## src/sv/sldf_pkg.sv

```systemverilog
// ----------------------------------------------------------------------------
// sldf_pkg
// Types and constants shared by the sync/length packet deframer modules.
// ----------------------------------------------------------------------------
`default_nettype none

package sldf_pkg;

  // Field widths
  localparam int SYNC_W          = 32;
  localparam int BYTE_W          = 8;
  localparam int KIND_W          = 2;
  localparam int INDEX_W         = 10;
  localparam int LENGTH_W        = 11;
  localparam int TDATA_W         = 32;
  localparam int NUM_SYNC        = 4;
  localparam int CFG_INDEX_W     = 8;
  localparam int MAX_PAYLOAD_DEF = 1024;

  // Deframer stage
  typedef enum logic [1:0] {
    STAGE_HUNT = 2'd0,
    STAGE_LEN  = 2'd1,
    STAGE_DATA = 2'd2
  } stage_t;

  // Packet kind, in sync match priority order
  typedef enum logic [KIND_W-1:0] {
    KIND_SINGLE   = 2'd0,
    KIND_START    = 2'd1,
    KIND_CONTINUE = 2'd2,
    KIND_END      = 2'd3
  } kind_t;

  // Configuration register indexes
  typedef enum logic [CFG_INDEX_W-1:0] {
    REG_SYNC_SINGLE   = 8'd0,
    REG_SYNC_START    = 8'd1,
    REG_SYNC_CONTINUE = 8'd2,
    REG_SYNC_END      = 8'd3
  } cfg_reg_t;

  // Result kind carried on tuser
  localparam logic RESULT_PAYLOAD   = 1'b0;
  localparam logic RESULT_LEN_ERROR = 1'b1;

  typedef logic [NUM_SYNC-1:0][SYNC_W-1:0] sync_words_t;

  // Sync comparator result
  typedef struct packed {
    logic  hit;
    kind_t kind;
  } match_t;

endpackage

`default_nettype wire

```

## src/sv/sldf_sync_match.sv

```systemverilog
// ----------------------------------------------------------------------------
// sldf_sync_match
// Compares the hunt window against the four sync words, first match wins.
// ----------------------------------------------------------------------------
`default_nettype none

module sldf_sync_match (
  input  wire logic [sldf_pkg::SYNC_W-1:0] window,
  input  wire sldf_pkg::sync_words_t        sync_words,
  output sldf_pkg::match_t                  match
);

  // Priority: single, start, continue, end
  always_comb begin
    match.hit  = 1'b1;
    match.kind = sldf_pkg::KIND_SINGLE;
    if (window == sync_words[sldf_pkg::KIND_SINGLE]) begin
      match.kind = sldf_pkg::KIND_SINGLE;
    end else if (window == sync_words[sldf_pkg::KIND_START]) begin
      match.kind = sldf_pkg::KIND_START;
    end else if (window == sync_words[sldf_pkg::KIND_CONTINUE]) begin
      match.kind = sldf_pkg::KIND_CONTINUE;
    end else if (window == sync_words[sldf_pkg::KIND_END]) begin
      match.kind = sldf_pkg::KIND_END;
    end else begin
      match.hit = 1'b0;
    end
  end

endmodule

`default_nettype wire

```

## src/sv/sync_length_packet_deframer.sv

```systemverilog
// A result beat is registered: it is on m_tvalid in the cycle after the byte that causes it.
// Throughput: one byte per cycle while s_tready is high; each byte is handled by the
//   stage logic in a single pass and its result lands in one output register.
// s_tready stays high while the output register is empty or being drained.
// Reset (rst, synchronous): hunting with a clear window, sync words zero,
//   no result pending.
// ----------------------------------------------------------------------------
// sync_length_packet_deframer
// Hunts for one of four sync words, gathers a 4-byte big-endian length and
// emits each payload byte tagged with kind, index, length and last flag; rejected lengths give an error beat.
// ----------------------------------------------------------------------------
`default_nettype none

module sync_length_packet_deframer #(
  parameter int MAX_PAYLOAD = sldf_pkg::MAX_PAYLOAD_DEF
) (
  input  wire logic                             clk,
  input  wire logic                             rst,
  // Input bytes
  input  wire logic                             s_tvalid,
  output logic                                  s_tready,
  input  wire logic [7:0]                       s_tdata,   // [7:0] rx_byte
  // Result beats
  output logic                                  m_tvalid,
  input  wire logic                             m_tready,
  output logic [sldf_pkg::TDATA_W-1:0]          m_tdata,   // [7:0] payload_byte,
                                                           // [9:8] packet_kind,
                                                           // [19:10] byte_index,
                                                           // [30:20] payload_length,
                                                           // [31] zero
  output logic                                  m_tuser,   // [0] result_kind
  output logic                                  m_tlast,   // last_of_packet
  // Configuration writes
  input  wire logic                             cfg_valid,
  output logic                                  cfg_ready,
  input  wire logic [sldf_pkg::CFG_INDEX_W-1:0] cfg_index,
  input  wire logic [sldf_pkg::SYNC_W-1:0]      cfg_data
);

  localparam int LEN_W = $clog2(MAX_PAYLOAD + 1);
  localparam logic [sldf_pkg::SYNC_W-1:0] MAX_LEN = sldf_pkg::SYNC_W'(MAX_PAYLOAD);

  // State
  sldf_pkg::stage_t                 stage, stage_next;
  logic [sldf_pkg::SYNC_W-1:0]      sync_window, sync_window_next;
  logic [sldf_pkg::SYNC_W-1:0]      length_acc, length_acc_next;
  logic [1:0]                       length_seen, length_seen_next;
  sldf_pkg::kind_t                  current_kind, current_kind_next;
  logic [LEN_W-1:0]                 current_length, current_length_next;
  logic [LEN_W-1:0]                 bytes_received, bytes_received_next;
  sldf_pkg::sync_words_t            sync_words;

  // Per-byte result
  logic                             res_valid;
  logic                             res_kind;
  logic [sldf_pkg::BYTE_W-1:0]      res_byte;
  sldf_pkg::kind_t                  res_pkind;
  logic [sldf_pkg::INDEX_W-1:0]     res_index;
  logic [sldf_pkg::LENGTH_W-1:0]    res_length;
  logic                             res_last;

  logic                             accept;
  logic [sldf_pkg::SYNC_W-1:0]      shifted_window;
  logic [sldf_pkg::SYNC_W-1:0]      shifted_length;
  logic [LEN_W:0]                   count_inc;
  logic [sldf_pkg::SYNC_W-1:0]      index_ext;
  logic [sldf_pkg::SYNC_W-1:0]      length_ext;
  sldf_pkg::match_t                 match;

  assign accept         = s_tvalid && s_tready;
  assign s_tready       = !m_tvalid || m_tready;
  assign cfg_ready      = 1'b1;
  assign shifted_window = {sync_window[sldf_pkg::SYNC_W-9:0], s_tdata};
  assign shifted_length = {length_acc[sldf_pkg::SYNC_W-9:0], s_tdata};
  assign count_inc      = {1'b0, bytes_received} + (LEN_W+1)'(1);
  assign index_ext      = sldf_pkg::SYNC_W'(bytes_received);
  assign length_ext     = sldf_pkg::SYNC_W'(current_length);

  sldf_sync_match u_match (
    .window     (shifted_window),
    .sync_words (sync_words),
    .match      (match)
  );

  // Configuration registers
  always_ff @(posedge clk) begin
    if (rst) begin
      sync_words <= '0;
    end else if (cfg_valid && cfg_ready) begin
      case (sldf_pkg::cfg_reg_t'(cfg_index))
        sldf_pkg::REG_SYNC_SINGLE:   sync_words[sldf_pkg::KIND_SINGLE]   <= cfg_data;
        sldf_pkg::REG_SYNC_START:    sync_words[sldf_pkg::KIND_START]    <= cfg_data;
        sldf_pkg::REG_SYNC_CONTINUE: sync_words[sldf_pkg::KIND_CONTINUE] <= cfg_data;
        sldf_pkg::REG_SYNC_END:      sync_words[sldf_pkg::KIND_END]      <= cfg_data;
        default: begin
        end
      endcase
    end
  end

  // Next state and result for the byte on s_tdata
  always_comb begin
    stage_next          = stage;
    sync_window_next    = sync_window;
    length_acc_next     = length_acc;
    length_seen_next    = length_seen;
    current_kind_next   = current_kind;
    current_length_next = current_length;
    bytes_received_next = bytes_received;
    res_valid           = 1'b0;
    res_kind            = sldf_pkg::RESULT_PAYLOAD;
    res_byte            = '0;
    res_pkind           = current_kind;
    res_index           = '0;
    res_length          = '0;
    res_last            = 1'b0;
    case (stage)
      sldf_pkg::STAGE_LEN: begin
        length_acc_next  = shifted_length;
        length_seen_next = length_seen + 2'd1;
        if (length_seen == 2'd3) begin
          if (shifted_length == '0 || shifted_length > MAX_LEN) begin
            // rejected length: report and hunt again
            stage_next       = sldf_pkg::STAGE_HUNT;
            sync_window_next = '0;
            res_valid        = 1'b1;
            res_kind         = sldf_pkg::RESULT_LEN_ERROR;
          end else begin
            current_length_next = shifted_length[LEN_W-1:0];
            bytes_received_next = '0;
            stage_next          = sldf_pkg::STAGE_DATA;
          end
        end
      end
      sldf_pkg::STAGE_DATA: begin
        bytes_received_next = count_inc[LEN_W-1:0];
        res_valid           = 1'b1;
        res_byte            = s_tdata;
        res_index           = index_ext[sldf_pkg::INDEX_W-1:0];
        res_length          = length_ext[sldf_pkg::LENGTH_W-1:0];
        res_last            = (count_inc >= {1'b0, current_length});
        if (res_last) begin
          stage_next       = sldf_pkg::STAGE_HUNT;
          sync_window_next = '0;
        end
      end
      default: begin
        // hunting, also the unused stage code
        stage_next       = sldf_pkg::STAGE_HUNT;
        sync_window_next = shifted_window;
        if (match.hit) begin
          current_kind_next   = match.kind;
          length_acc_next     = '0;
          length_seen_next    = '0;
          current_length_next = '0;
          stage_next          = sldf_pkg::STAGE_LEN;
        end
      end
    endcase
  end

  // Stage state
  always_ff @(posedge clk) begin
    if (rst) begin
      stage          <= sldf_pkg::STAGE_HUNT;
      sync_window    <= '0;
      length_acc     <= '0;
      length_seen    <= '0;
      current_kind   <= sldf_pkg::KIND_SINGLE;
      current_length <= '0;
      bytes_received <= '0;
    end else if (accept) begin
      stage          <= stage_next;
      sync_window    <= sync_window_next;
      length_acc     <= length_acc_next;
      length_seen    <= length_seen_next;
      current_kind   <= current_kind_next;
      current_length <= current_length_next;
      bytes_received <= bytes_received_next;
    end
  end

  // Output register
  always_ff @(posedge clk) begin
    if (rst) begin
      m_tvalid <= 1'b0;
    end else if (accept) begin
      m_tvalid <= res_valid;
    end else if (m_tready) begin
      m_tvalid <= 1'b0;
    end
  end

  always_ff @(posedge clk) begin
    if (accept && res_valid) begin
      m_tdata <= {1'b0, res_length, res_index, res_pkind, res_byte};
      m_tuser <= res_kind;
      m_tlast <= res_last;
    end
  end

endmodule

`default_nettype wire

```

## config.mk

```make
export PLATFORM = sky130hd
export DESIGN_NAME = sync_length_packet_deframer
export DESIGN_NICKNAME = d
export VERILOG_FILES = /design/src/sv/sldf_pkg.sv /design/src/sv/sldf_sync_match.sv /design/src/sv/sync_length_packet_deframer.sv
export SDC_FILE = /design/constraint.sdc
export NUM_CORES = 1
export LEC_CHECK = 0
export ABC_AREA = 0
export BUFFER_PORTS_ARGS = -buffer_cell sky130_fd_sc_hd__buf_2
export CORE_UTILIZATION = 46
export CTS_CLUSTER_DIAMETER = 80
export DETAILED_ROUTE_END_ITERATION = 8
export PLACE_DENSITY_LB_ADDON = 0.15
export SYNTH_ARGS = -nofsm -noshare
export SYNTH_HDL_FRONTEND = slang
export SYNTH_SLANG_ARGS = --single-unit
export TNS_END_PERCENT = 5
```

## constraint.sdc

```tcl
create_clock -name clk -period 3.3 [get_ports clk]
set_input_delay 0.495 -clock clk [delete_from_list [all_inputs] [get_ports clk]]
set_output_delay 0.495 -clock clk [all_outputs]
set_load 0.02 [all_outputs]
```

* Word-level counts from Yosys, hierarchy flattened
Cells that the tools add are included.
Cells by class: add/subtract/negate cells 2, $mul 0, divide/modulo/power cells 0, order comparisons 2, equal/unequal tests 14, shift-type cells 0, multiplexer cells 33, bitwise logic cells 2, reductions and logical operators 21
Operator list (count):
- 32-bit equality test | 4
- 24-bit two-way mux | 4
- 24-bit one-hot mux with 2 select lines | 2
- 11-bit two-way mux | 5
- 11-bit one-hot mux with 2 select lines | 2
- 32-bit by 11-bit > comparator with 1-bit output, second input constant | 1
- 32-bit zero test | 1
- 8-bit by 2-bit equality test with 1-bit output, second input constant | 2
- 2-bit two-way mux | 8
- 11-bit by 1-bit adder with 12-bit output, second input constant | 1
- 12-bit by 11-bit greater-or-equal comparator with 1-bit output | 1
- 1-bit two-way mux | 9
- 3-bit AND reduction | 3
- 8-bit by 1-bit equality test with 1-bit output, second input constant | 1
- 8-bit zero test | 1
- 2-bit inequality test, second input constant | 4
- 2-bit one-hot mux with 2 select lines | 2
- 2-bit AND reduction | 4
- 4-bit AND reduction | 2
- 2-bit nonzero test | 3
- 5-bit AND reduction | 1
- 2-bit equality test, second input constant | 2
- 2-bit by 1-bit adder with 2-bit output, second input constant | 1
- 2-bit by 1-bit equality test with 1-bit output, second input constant | 1
- other kinds (6) | 9
Storage, ports and cells: register bits after elaboration 238, bits in latches 0, RAM bits 0, memory bits (read-only) 0, input bits 53, output and inout port bits 37, word-level logic and storage cells 90, memories kept 0

* Depth between registers and ports, before layout
word-level depth 7, gate-level depth with buffers 13, depth with buffers taken out 11

* Cells and area by module
Synthesis repeated with hierarchy kept, for this count alone.
Unflattened totals: cells, all modules 1231, area total of the unflattened synthesis 10719.0 um2
Modules (own cells, without submodules):
- sync_length_packet_deframer | instances 1, cells each 1053, area each 9283.9 um2, seq. area each 5094.9 um2
- sldf_sync_match | instances 1, cells each 178, area each 1435.1 um2, seq. area each 0.0 um2

* Worst setup path before layout
OpenSTA, ideal clock, no wires.
kind register to register, start reg bytes_received[0], end reg sync_window[10] (netlist bit), setup time 0.071 ns, data arrival time 2.573 ns, required time 3.229 ns, path slack 0.656 ns, stages on the path, launching flop included 14, period minus slack after synthesis 2.644 ns, cell sequence dfxtp_1 ha_1 and3_1 clkbuf_1 xor2_1 ha_1 nand4_1 o32ai_1 o2111ai_2 a31oi_4 buf_6 buf_12 nand3_2 a21oi_2
Between the ends: cells in the longest elaborated chain, start to end 4
RTL lines:
- start, declared | RTL line sync_length_packet_deframer.sv:50 | logic [LEN_W-1:0] bytes_received, bytes_received_next;
- start signal, assigned | RTL line sync_length_packet_deframer.sv:179 | bytes_received <= bytes_received_next;
- 11-bit by 1-bit adder with 12-bit output | RTL line sync_length_packet_deframer.sv:75 | assign count_inc = {1'b0, bytes_received} + (LEN_W+1)'(1);
- 12-bit by 11-bit greater-or-equal comparator with 1-bit output | RTL line sync_length_packet_deframer.sv:141 | res_last = (count_inc >= {1'b0, current_length});
- 2-bit inequality test (no line)
- 4-bit AND reduction (no line)
- end signal, assigned | RTL line sync_length_packet_deframer.sv:174 | sync_window <= sync_window_next;
- end, declared | RTL line sync_length_packet_deframer.sv:45 | logic [sldf_pkg::SYNC_W-1:0] sync_window, sync_window_next;
Every way passes these cells. A chain may end at the register's enable or synchronous reset.

* Final worst setup path
start reg bytes_received[0], end reg sync_window[2] (netlist bit)
The elaborated chain is that of the path after synthesis.

==> flow_summary.ini <==
[outcome]
status = finished clean

[yosys]
yosysSeqAreaShare_pct = 44.7
synthXorXnorAreaFrac_pct = 10.6
yosysTopAreaCell = dfxtp_1
synth_top_family_by_area = simple AND/OR/NAND/NOR gates
syn_inst = 1311
synthMuxAreaShare_pct = 1.06
synth-edff-count = 33
synth_compound_area_share_pct = 15.0
postSynthAreaPerCell_um2 = 8.70
ys_types = 57
synthAdderAreaFrac_pct = 1.65
synth_top_area_share_pct = 36.0
yosys.area_share.simple_pct = 21.2
syn_area_mm2 = 0.0114
syn_nets = 1379
async_flop_share_pct = 0
synth.area.top_cells = dfxtp_1, nand2_1, edfxtp_1
synth_warnings = 0
yosys.cell_count.top_type = nand2_1
ys_top_cells_by_count = nand2_1, dfxtp_1, a21oi_1, xor2_1, xnor2_1
ys_seq_elements = 238
synth_flop_cell = dfxtp_1

[layout]
fin_nets = 1403
syn2layout_area_growth_pct = 11.5
antenna_cells = 0
fillerInstances = 2323
drive_above_1_share_pct = 16.2
final_cells = 1677
multiInputGateArea_mm2 = 0.00567
ff_latch_area_mm2 = 0.00509

[timing]
fin_ws_ps = 358
hold_viol = 0
fin_crit_sh_pct = 89.1
tightestPinTransition_ps = 898
skew_ps = 11.4
hold_slack_ps = 235
drv_slew = 0
rsz0062_at_grt = no
fin_setup_tns_ps = 0
setup_violations = 0
fmax_ghz = 0.340
finalCriticalPeriod_ps = 2940
max_slew_margin_pct = 40.1

[route]
firstDrtPassIters = 5
detail-route-antenna-nets = 0
routed_wl_um = 29100
drc = 0
vias = 8907
wl_per_cell_um = 17.4
avgViaCountPerCell = 5.31
first_iter_violations = 535

[power]
power_density_mw_per_mm2 = 480
p_leak_nw = 4.50
irDropWorstVdd_uv = 429
p_total_w = 0.00610

[global_route]
grt_pass1_vias = 8349
grt_max_degree = 83
grt-ovfl-total = 0
grt_use_met3_pct = 3.44
grt_pass1_wl_um = 46200
grt_use_met1_pct = 30.6
grt_usage_pct = 22.6
busiest_layer = met2
met2_usage_pct = 37.8
antenna_found_initial = 0

[clock_network]
cts_max_path_buffers = 3
cts_setup_buffers = 0
insertion_delay_ps = 540
cts_tree = yes
htree_levels = 1
cts_root_buf = clkbuf_16
clkTransAtPathRegs_ps = 60
numClockSinks = 238
cts_buffers = 27
ctsResizeCount = 0
cts_hold_buf = 0

[floorplanning]
die_w_um = 159
die_h_um = 159
coreArea_mm2 = 0.0243
num_rows = 57
pin_count = 90
die-area_mm2 = 0.0254
start_util_pct = 46.9

[setup_path]
critPathMaxFanout = 48
cp-start-kind = flop
r2r_slack_ps = 360
cp_data_arrival_time_ps = 3400
cp.required_ps = 3750
crit_type = flop to flop
end_kind = flop

[min_path]
hp-class = input port to flop

[placed_design]
post-place-ws_ps = 366
place.gp.congestion = 0.835
dpl.cell_count = 1630
dpl.hpwl_um = 19300
port_buffers = 87

[job]
cap_violations = 0
## final timing paths
| kind | start | endpoint | depth (start not counted) |
|---|---|---|---|
| max | bytes_received[0] | sync_window[2] | 11 |
| min | cfg_data[12] | sync_words[76] | 3 |
| max reg2reg | bytes_received[0] | sync_window[2] | 11 |
| min reg2reg | current_kind[1] | m_tdata[9] | 0 |
## placed cells by master (no fill, tap or decap), types with 6 or more instances in the layout
cell type  count
a21oi_1      195
nand3_1       27
buf_4         18
edfxtp_1      33
ha_1          15
o21ai_0        8
nor2_1        32
inv_1         16
buf_2         86
a311oi_2      17
clkbuf_1      12
xnor2_1       62
nand2_1      306
xor2_1        76
dfxtp_1      205
a311oi_1       7
a21oi_2       20
nand4_1       21
nand2b_1      28
mux2i_1       11
and3_1         6
nor4_1        28
clkbuf_16     27
and2_1        21
nand3_2       20
## stage by stage
step / utilization (%) / cell area [µm²]
after detailed placement: 48.9 / 11900
after CTS: 52.3 / 12700
after global routing: 52.3 / 12700
after floorplan: - / 11400
final: 52.3 / 12700
after global placement: 48.9 / 11900
## critical path, cell delays in order (launching register included)
cell	delay [ps]
dfxtp_1	420
ha_1	290
and3_1	320
xor2_1	110
ha_1	310
nand4_1	100
o32ai_1	330
o2111ai_2	210
a31oi_4	240
buf_12	260
nand3_1	100
a21oi_1	180
## state kept, by name, summed over array words and instances, names as in the netlist
name	flops
length_seen	2
m_tdata	31
stage	2
m_tlast	1
length_acc	24
sync_window	24
bytes_received	11
sync_words	128
current_kind	2
m_tuser	1
current_length	11
m_tvalid	1
## cells by family after synthesis
group | after synthesis
AO/OA/AOI/OAI | 267
XOR/XNOR | 138
adder cells (fa/ha/maj) | 15
buffers and inverters | 131
flip-flops | 238
multiplexers | 12
other | 2
AND/OR/NAND/NOR | 508
## area by class of cell
type | instances | share of cell area (%)
Tap cell | 324 | 3.19
Timing Repair Buffer | 109 | 5.16
Multi-Input combinational cell | 942 | 44.6
Clock buffer | 43 | 6.10
Clock inverter | 4 | 0.384
Inverter | 17 | 0.502
Sequential cell | 238 | 40.1
## metal layers
metal  wire (µm)  up-vias  share of wire, %
met5           0        -                 0
met4         589        0               2.0
met3        1330       37               4.6
met2       13700      198                47
met1       13500     4201                46
li1            -     4471                 -
## power by group
group	internal [W]	leakage [nW]	switching (W)
Combinational	0.000101	2.14	0.000188
Clock	0.00167	0.402	0.00117
Sequential	0.00294	1.96	0.0000300
Total	0.00472	4.50	0.00138
No activity file was read; power rests on OpenSTA's default activity.
